<file path="config.mk">
export PLATFORM = sky130hd
export DESIGN_NAME = sysex_firmware_frame_unpacker
export DESIGN_NICKNAME = d
export VERILOG_FILES = /design/src/rtl/core/sfu_pkg.sv /design/src/rtl/core/sysex_firmware_frame_unpacker.sv
export SDC_FILE = /design/constraint.sdc
export NUM_CORES = 1
export LEC_CHECK = 0
export BUFFER_PORTS_ARGS = -buffer_cell sky130_fd_sc_hd__buf_2
export CORE_MARGIN = 5
export CORE_UTILIZATION = 45
export CTS_CLUSTER_SIZE = 25
export DETAILED_ROUTE_END_ITERATION = 7
export GPL_ROUTABILITY_DRIVEN = 0
export HOLD_SLACK_MARGIN = 0.15
export PLACE_DENSITY_LB_ADDON = 0.1
export RECOVER_POWER = 50
export SLEW_MARGIN = 10
export SYNTH_ARGS = -nofsm -noshare
export SYNTH_HDL_FRONTEND = slang
export SYNTH_SLANG_ARGS = --single-unit
</file>
<file path="constraint.sdc">
create_clock -name clk_i -period 8.4 [get_ports clk_i]
set_input_delay 0.42 -clock clk_i [delete_from_list [all_inputs] [get_ports clk_i]]
set_output_delay 0.42 -clock clk_i [all_outputs]
set_load 0.02 [all_outputs]
</file>
<file path="src/rtl/core/sfu_pkg.sv">
`default_nettype none

package sfu_pkg;

  // Field widths fixed by the result format
  localparam int unsigned ADDR_W      = 13;
  localparam int unsigned WORD_W      = 15;
  localparam int unsigned BYTE_W      = 8;
  localparam int unsigned SEQ_W       = 7;
  localparam int unsigned BOOT_W      = 56;
  localparam int unsigned BOOT_WORD_W = 14;
  localparam int unsigned BOOT_WORDS  = BOOT_W / BOOT_WORD_W;

  // Frame layout: marker, three id bytes, sequence, data..., end marker
  localparam int unsigned HDR_BYTES = 5;
  localparam logic [BYTE_W-1:0] SOF_BYTE = 8'hF0;
  localparam logic [BYTE_W-1:0] EOF_BYTE = 8'hF7;
  localparam logic [BYTE_W-1:0] ID0_BYTE = 8'h00;
  localparam logic [BYTE_W-1:0] ID1_BYTE = 8'h7F;
  localparam logic [BYTE_W-1:0] ID2_BYTE = 8'h12;

  localparam logic [SEQ_W-1:0]  SEQ_LAST     = 7'd127;
  localparam logic [ADDR_W-1:0] PROT_BASE_RST = 13'h1E20;

  typedef enum logic [1:0] {
    KIND_WRITE = 2'd0,
    KIND_DONE  = 2'd1,
    KIND_ERROR = 2'd2
  } kind_e;

  typedef enum logic [1:0] {
    ERR_FRAME     = 2'd0,
    ERR_SEQUENCE  = 2'd1,
    ERR_PROTECTED = 2'd2
  } err_e;

  typedef enum logic {
    CFG_BOOT_VECTOR    = 1'b0,
    CFG_PROTECTED_BASE = 1'b1
  } cfg_idx_e;

  typedef enum logic [2:0] {
    ST_RX,
    ST_CHECK,
    ST_READ,
    ST_EMIT,
    ST_HALT
  } state_e;

endpackage

`default_nettype wire

</file>
<file path="src/rtl/core/sysex_firmware_frame_unpacker.sv">
`default_nettype none

// Channel   Direction  Handshake               Payload
// in        sink       in_valid_i/in_stall_o   rx_byte_i
// out       source     out_valid_o/out_stall_i kind_o, error_code_o, write_address_o,
//                                              write_word_o, last_o
// cfg       sink       cfg_we_i                cfg_idx_i, cfg_wdata_i
//
// Bytes are taken one per cycle while a frame is received; each data byte goes
// into a two-bank byte memory (even/odd bytes of a word).
// After the end marker: a check state, then for each flash word a bank read and an
// output load; ROW_WORDS words for a normal row, plus the saved vector words for row
// zero. The check and each load wait while out_stall_i holds the output register.
// Input is stalled from the end marker until the last result is in the output register.
// After reset the block takes its first byte as a frame's start marker; on completion
// or any error it drops every further byte until reset.

module sysex_firmware_frame_unpacker
  import sfu_pkg::*;
#(
  parameter int unsigned ROW_WORDS    = 32,
  parameter int unsigned VECTOR_WORDS = 4
) (
  input  wire                     clk_i,
  input  wire                     rst_ni,
  // configuration
  input  wire                     cfg_we_i,
  input  wire                     cfg_idx_i,
  input  wire  [BOOT_W-1:0]       cfg_wdata_i,
  // received bytes
  input  wire                     in_valid_i,
  output logic                    in_stall_o,
  input  wire  [BYTE_W-1:0]       rx_byte_i,
  // results
  output logic                    out_valid_o,
  input  wire                     out_stall_i,
  output logic [1:0]              kind_o,
  output logic [1:0]              error_code_o,
  output logic [ADDR_W-1:0]       write_address_o,
  output logic [WORD_W-1:0]       write_word_o,
  output logic                    last_o
);

  localparam int unsigned DATA_BYTES  = 2 * ROW_WORDS;
  localparam int unsigned FRAME_BYTES = DATA_BYTES + HDR_BYTES + 1;
  localparam int unsigned PW          = $clog2(FRAME_BYTES);
  localparam int unsigned KW          = $clog2(ROW_WORDS);
  localparam int unsigned NVEC        = (VECTOR_WORDS < ROW_WORDS) ? VECTOR_WORDS : ROW_WORDS;

  // Control and configuration state
  state_e              state_q, state_d;
  logic [PW-1:0]       pos_q;
  logic                hdr_ok_q;
  logic [BYTE_W-1:0]   seq_q;
  logic [SEQ_W-1:0]    exp_q;
  logic [ADDR_W-1:0]   row_q;
  logic [KW-1:0]       k_q;
  logic                phase_q;   // 0: row words, 1: saved original vector words
  logic [BOOT_W-1:0]   boot_q;
  logic [ADDR_W-1:0]   base_q;

  // Output register
  logic                out_valid_q;
  kind_e               kind_q;
  err_e                err_q;
  logic [ADDR_W-1:0]   addr_q;
  logic [WORD_W-1:0]   word_q;
  logic                last_q;

  // Byte memories, one per byte of a word
  logic [BYTE_W-1:0]   mem_even [ROW_WORDS];
  logic [BYTE_W-1:0]   mem_odd  [ROW_WORDS];
  logic [BYTE_W-1:0]   even_rd_q, odd_rd_q;

  logic                in_acc;
  logic                out_free;
  logic                pos_last;
  logic [PW-1:0]       data_idx;
  logic                mem_we;
  logic                rd_en;
  logic                out_load;
  kind_e               ld_kind;
  err_e                ld_err;
  logic [ADDR_W-1:0]   ld_addr;
  logic [WORD_W-1:0]   ld_word;
  logic                ld_last;
  logic                chk_fail;
  logic                seq_match;
  logic                prot_hit;
  logic                emit_last;
  logic                emit_to_saved;
  logic                use_boot;
  logic [BOOT_WORD_W-1:0] boot_word [BOOT_WORDS];
  logic [BOOT_WORD_W-1:0] boot_sel;
  logic [WORD_W-1:0]   row_word;
  logic [ADDR_W-1:0]   k_ext;

  assign in_acc   = in_valid_i && !in_stall_o;
  assign out_free = !out_valid_q || !out_stall_i;
  assign pos_last = (pos_q == PW'(FRAME_BYTES - 1));
  assign data_idx = pos_q - PW'(HDR_BYTES);
  assign k_ext    = {{(ADDR_W - KW){1'b0}}, k_q};

  // Frame checks, valid in the check state
  assign seq_match = (seq_q == {1'b0, exp_q});
  assign prot_hit  = (row_q != '0) && (row_q >= base_q);
  assign chk_fail  = !hdr_ok_q || (seq_q == '0) || !seq_match || prot_hit;

  // Emission bookkeeping
  assign emit_to_saved = !phase_q && (k_q == KW'(ROW_WORDS - 1)) && (row_q == '0);
  assign emit_last     = phase_q ? (k_q == KW'(NVEC - 1))
                                 : ((k_q == KW'(ROW_WORDS - 1)) && (row_q != '0));

  // Boot vector words and the assembled word
  for (genvar i = 0; i < BOOT_WORDS; i++) begin : g_boot
    assign boot_word[i] = boot_q[i*BOOT_WORD_W +: BOOT_WORD_W];
  end
  assign boot_sel = ({1'b0, k_q} < (KW+1)'(BOOT_WORDS)) ? boot_word[k_q[1:0]] : '0;
  assign use_boot = (row_q == '0) && !phase_q && ({1'b0, k_q} < (KW+1)'(NVEC));
  assign row_word = ({even_rd_q, 7'b0}) | {7'b0, odd_rd_q};

  // Next state
  always_comb begin
    state_d = state_q;
    unique case (state_q)
      ST_RX: begin
        if (in_acc && pos_last) begin
          state_d = ST_CHECK;
        end
      end
      ST_CHECK: begin
        if (out_free) begin
          state_d = chk_fail ? ST_HALT : ST_READ;
        end
      end
      ST_READ: begin
        state_d = ST_EMIT;
      end
      ST_EMIT: begin
        if (out_free) begin
          state_d = emit_last ? ST_RX : ST_READ;
        end
      end
      ST_HALT: begin
        state_d = ST_HALT;
      end
      default: begin
        state_d = ST_HALT;
      end
    endcase
  end

  // Outputs of the state machine
  always_comb begin
    in_stall_o = 1'b1;
    mem_we     = 1'b0;
    rd_en      = 1'b0;
    out_load   = 1'b0;
    ld_kind    = KIND_WRITE;
    ld_err     = ERR_FRAME;
    ld_addr    = '0;
    ld_word    = '0;
    ld_last    = 1'b1;
    unique case (state_q)
      ST_RX: begin
        in_stall_o = 1'b0;
        mem_we     = in_acc && (pos_q >= PW'(HDR_BYTES)) && !pos_last;
      end
      ST_CHECK: begin
        out_load = out_free && chk_fail;
        priority if (!hdr_ok_q) begin
          ld_kind = KIND_ERROR;
          ld_err  = ERR_FRAME;
        end else if (seq_q == '0) begin
          ld_kind = KIND_DONE;
        end else if (!seq_match) begin
          ld_kind = KIND_ERROR;
          ld_err  = ERR_SEQUENCE;
        end else begin
          ld_kind = KIND_ERROR;
          ld_err  = ERR_PROTECTED;
        end
      end
      ST_READ: begin
        rd_en = 1'b1;
      end
      ST_EMIT: begin
        out_load = out_free;
        ld_kind  = KIND_WRITE;
        ld_last  = emit_last;
        if (phase_q) begin
          ld_addr = base_q + ADDR_W'(1) + k_ext;
          ld_word = row_word;
        end else begin
          ld_addr = row_q + k_ext;
          ld_word = use_boot ? {1'b0, boot_sel} : row_word;
        end
      end
      ST_HALT: begin
        in_stall_o = 1'b0;
      end
      default: begin
        in_stall_o = 1'b1;
      end
    endcase
  end

  // Control registers
  always_ff @(posedge clk_i or negedge rst_ni) begin
    if (!rst_ni) begin
      state_q  <= ST_RX;
      pos_q    <= '0;
      hdr_ok_q <= 1'b1;
      seq_q    <= '0;
      exp_q    <= SEQ_W'(1);
      row_q    <= '0;
      k_q      <= '0;
      phase_q  <= 1'b0;
    end else begin
      state_q <= state_d;
      // byte reception
      if (state_q == ST_RX && in_acc) begin
        priority if (pos_q == PW'(0)) begin
          hdr_ok_q <= (rx_byte_i == SOF_BYTE);
        end else if (pos_q == PW'(1)) begin
          hdr_ok_q <= hdr_ok_q && (rx_byte_i == ID0_BYTE);
        end else if (pos_q == PW'(2)) begin
          hdr_ok_q <= hdr_ok_q && (rx_byte_i == ID1_BYTE);
        end else if (pos_q == PW'(3)) begin
          hdr_ok_q <= hdr_ok_q && (rx_byte_i == ID2_BYTE);
        end else if (pos_q == PW'(4)) begin
          seq_q <= rx_byte_i;
        end else if (pos_last) begin
          hdr_ok_q <= hdr_ok_q && (rx_byte_i == EOF_BYTE);
        end
        pos_q <= pos_last ? '0 : pos_q + PW'(1);
      end
      // frame check: the expected sequence moves on a match even if the row is protected
      if (state_q == ST_CHECK && out_free) begin
        if (hdr_ok_q && (seq_q != '0) && seq_match) begin
          exp_q <= (exp_q >= SEQ_LAST) ? SEQ_W'(1) : exp_q + SEQ_W'(1);
        end
        hdr_ok_q <= 1'b1;
        k_q      <= '0;
        phase_q  <= 1'b0;
      end
      // word emission
      if (state_q == ST_EMIT && out_free) begin
        if (emit_last) begin
          row_q   <= row_q + ADDR_W'(ROW_WORDS);
          k_q     <= '0;
          phase_q <= 1'b0;
        end else if (emit_to_saved) begin
          k_q     <= '0;
          phase_q <= 1'b1;
        end else begin
          k_q <= k_q + KW'(1);
        end
      end
    end
  end

  // Configuration registers
  always_ff @(posedge clk_i or negedge rst_ni) begin
    if (!rst_ni) begin
      boot_q <= '0;
      base_q <= PROT_BASE_RST;
    end else if (cfg_we_i) begin
      unique case (cfg_idx_e'(cfg_idx_i))
        CFG_BOOT_VECTOR:    boot_q <= cfg_wdata_i;
        CFG_PROTECTED_BASE: base_q <= cfg_wdata_i[ADDR_W-1:0];
        default:            boot_q <= boot_q;
      endcase
    end
  end

  // Byte memories: writes only while receiving, reads only while emitting,
  // so the same entry is never written and read in one cycle
  always_ff @(posedge clk_i) begin
    if (mem_we) begin
      if (data_idx[0]) begin
        mem_odd[data_idx[KW:1]] <= rx_byte_i;
      end else begin
        mem_even[data_idx[KW:1]] <= rx_byte_i;
      end
    end
    if (rd_en) begin
      even_rd_q <= mem_even[k_q];
      odd_rd_q  <= mem_odd[k_q];
    end
  end

  // Output register
  always_ff @(posedge clk_i or negedge rst_ni) begin
    if (!rst_ni) begin
      out_valid_q <= 1'b0;
    end else if (out_load) begin
      out_valid_q <= 1'b1;
    end else if (!out_stall_i) begin
      out_valid_q <= 1'b0;
    end
  end

  always_ff @(posedge clk_i) begin
    if (out_load) begin
      kind_q <= ld_kind;
      err_q  <= ld_err;
      addr_q <= ld_addr;
      word_q <= ld_word;
      last_q <= ld_last;
    end
  end

  assign out_valid_o     = out_valid_q;
  assign kind_o          = kind_q;
  assign error_code_o    = err_q;
  assign write_address_o = addr_q;
  assign write_word_o    = word_q;
  assign last_o          = last_q;

  // Checks
  a_halt_with_last: assert property (@(posedge clk_i) disable iff (!rst_ni)
    (state_q != ST_HALT) ##1 (state_q == ST_HALT) |-> out_valid_q && last_q)
    else $error("halt entered without a final result");

  a_exp_nonzero: assert property (@(posedge clk_i) disable iff (!rst_ni)
    exp_q != '0)
    else $error("expected sequence is zero");

  a_pos_range: assert property (@(posedge clk_i) disable iff (!rst_ni)
    pos_q < PW'(FRAME_BYTES))
    else $error("frame position out of range");

  a_saved_range: assert property (@(posedge clk_i) disable iff (!rst_ni)
    (state_q == ST_EMIT) && phase_q |-> ({1'b0, k_q} < (KW+1)'(NVEC)) && (row_q == '0))
    else $error("saved vector index out of range");

  a_row_step: assert property (@(posedge clk_i) disable iff (!rst_ni)
    (row_q != $past(row_q)) |-> (row_q == $past(row_q) + ADDR_W'(ROW_WORDS)))
    else $error("row address moved by other than one row");

endmodule

`default_nettype wire

</file>
==> impl_metrics.tcl <==
set metrics [dict create \
    dp_slack_ns 4.66 \
    dieWidth_um 258 \
    crit_path_end "hdr_ok_q" \
    hp-class "in2reg" \
    drt_iter0_markers 1049 \
    cp.required_ns 8.89 \
    antenna_found_initial 0 \
    synth_area_um2 27600 \
    fmax_mhz 256 \
    ir_drop_uv 252 \
    fp.coreArea_um2 60600 \
    num_vias 14492 \
    p_per_area_nw_per_um2 289 \
    crit_start "rx_byte_i[7]" \
    yosysWarnings 0 \
    r2r-start "k_q[0]" \
    fin_setup_tns_ns 0 \
    drv_slew 546 \
    drive_gt1_frac 0.243 \
    grt_start_max_net_pins 113 \
    synth_top_flop_cell "edfxtp_1" \
    r2r_setup_slack_ns 4.67 \
    end_kind "register" \
    setup_slack_ns 4.50 \
    clock_latency_ns 0.61 \
    cts_tree "done" \
    post_cts_resized 0 \
    cts_buffers 73 \
    finalHoldViolCount 0 \
    worstSetupPathType "in2reg" \
    ys_seq_area_frac 0.711 \
    period_share 0.465 \
    syn_inst 1515 \
    synthArstFlopShare 0.164 \
    ctsLongestPathBuffers 3 \
    rows 90 \
    gr-total-overflow 0 \
    dr.pass1.iters 5 \
    postCtsSetupRepairBufs 0 \
    antennaDiodeCount 0 \
    fin_skew_ns 0.0235 \
    postSynthNetCount 1609 \
    worstReg2RegEnd "row_q[11]" \
    final-setup-viol-count 0 \
    io_pins 105 \
    violations "capacitance limit, slew limit" \
    wl_um 64800 \
    clockRootBuffer "clkbuf_16" \
    start_util 0.455 \
    clkSlewWorstSetupHoldPaths_ns 0.06 \
    critPathMaxFanout 50 \
    portBuffers 104 \
    cap_violations 11 \
    cts.sinks 671 \
    fin_hold_ws_ns 0.391 \
    final_nets 1796 \
    drc 0 \
    ys_ff_latch 671 \
    finalPower_mw 9.24 \
    final_common_cell "edfxtp_1" \
    maxSlewHeadroom -1.40 \
    final_cell_mix "edfxtp_1 (561), mux4_2 (142), dfrtp_1 (100)" \
    hold_buffers 59 \
    grt_first_pass_wirelength_um 97800 \
    leakagePower_nw 10.5 \
    wl_per_cell_um 25.5 \
    first_global_vias 15134 \
    grt_usage 0.195 \
    outcome "finished, violations left" \
    arrival_ns 4.39 \
    synth_edf_count 561 \
    design.die.area_um2 66300 \
    fillCellCount 4885 \
    fin_cells 2541 \
    die_h_um 258 \
    cp-start-kind "input port" \
    routed_via_density 5.70 \
    max_slew.worst_pin.slew_ns 3.60 \
    dpl.cell_count 2350 \
    worst_r2r_path_depth 9 \
    synth_area_per_cell_um2 18.2 \
    period_minus_slack_ns 3.90 \
    dp_hpwl_um 40500 \
    rsz0062_at_grt "false" \
    syn_to_final_growth_pct 15.9 \
    synth.distinct_cells 66 \
    htree_num_levels 3 \
    drtAntennaViolNets 0 \
]
[logic make-up after synthesis]
logic type	share of synthesized area
AND/OR/NAND/NOR	0.0460
adder cells (fa/ha/maj)	0.0112
buffers and inverters	0.0144
AO/OA/AOI/OAI	0.0372
flip-flops	0.711
multiplexers	0.171
XOR/XNOR	0.00889
[stage by stage]
step | utilization | instance area [µm²]
finish | 0.527 | 32000
global route | 0.527 | 32000
CTS | 0.529 | 32100
detailed placement | 0.478 | 29000
global placement | 0.478 | 29000
floorplan | - | 27600
[synth_stat cells, drive strengths merged (3+ instances only)]
library cell    n  area (µm²)
edfxtp        561       16800
mux4          142        3200
dfrtp         103        2580
nor2           92         345
mux2           77         867
mux2i          66         661
nand2          64         240
clkbuf         45         169
o21ai          35         175
a21oi          30         150
buf            30         141
ha             23         288
inv            23        86.3
xnor2          21         184
a22o           20         175
nand3          19        95.1
a221oi         17         149
nor3           16        80.1
a211oi          9        67.6
nand4           9        56.3
nor2b           8        50.1
dfstp           7         184
or4             7        56.3
xor2            7        61.3
a31oi           6        37.5
nor4            6        43.8
o31ai           6        45.0
and2            5        31.3
and3            5        31.3
nand2b          5        31.3
o211ai          4        30.0
o21a            4        30.0
nand3b          3        22.5
nor3b           3        22.5
or2             3        18.8
or3b            3        26.3
[registers in the layout (all words and copies together) (netlist names)]
name             flops
last_o               1
row_q                8
odd_rd_q             8
pos_q                7
error_code_o         2
out_valid_o          1
write_address_o     13
base_q              13
write_word_o        15
seq_q                8
mem_odd            256
boot_q              56
hdr_ok_q             1
mem_even           256
exp_q                7
phase_q              1
kind_o               2
state_q              3
even_rd_q            8
k_q                  5
[final cells by class]
cell class | instances | area, µm² | area share
clock inverters | 47 | 582 | 0.0182
well taps | 782 | 978 | 0.0306
repair buffers | 187 | 1200 | 0.0376
clock buffers | 85 | 1910 | 0.0599
flip-flops and latches | 671 | 19600 | 0.614
multi-input cells | 746 | 7580 | 0.237
inverters | 23 | 86.3 | 0.00270
[routing by layer]
metal	share of wire	wire, µm	global-route usage
met5	0	0	0
met4	0.023	1490	0.0558
met3	0.054	3500	0.0320
met2	0.47	30800	0.307
met1	0.45	29000	0.286
[power breakdown]
group          internal [mW]  switching (mW)  total, mW  leakage, nW
clock network           2.01            1.31       3.32         1.21
registers               3.75           0.210       3.96         6.36
logic                  0.930            1.03       1.96         2.96
[critical path: stages]
cell,delay [ns]
clkbuf_1,0.80
clkbuf_1,1.89
nand2_1,0.33
nor2_1,0.24
a31oi_1,0.08
o221a_2,0.26
o311ai_0,0.33
[worst min path at each step]
| stage | start | end | slack [ns] | cells after the start |
|---|---|---|---|---|
| finish | rx_byte_i[0] | mem_even[8][0] | 0.39 | 1 |
| global placement | rst_ni | exp_q[3] | 0.43 | 1 |
| floorplan | rst_ni | base_q[0] | 0.12 | 0 |
| global route | rx_byte_i[0] | mem_even[8][0] | 0.38 | 1 |
| detailed placement | rst_ni | row_q[7] | 0.43 | 1 |
| CTS | rx_byte_i[0] | mem_even[11][0] | 0.18 | 1 |
Note: power is estimated with default switching activity, not from simulation.
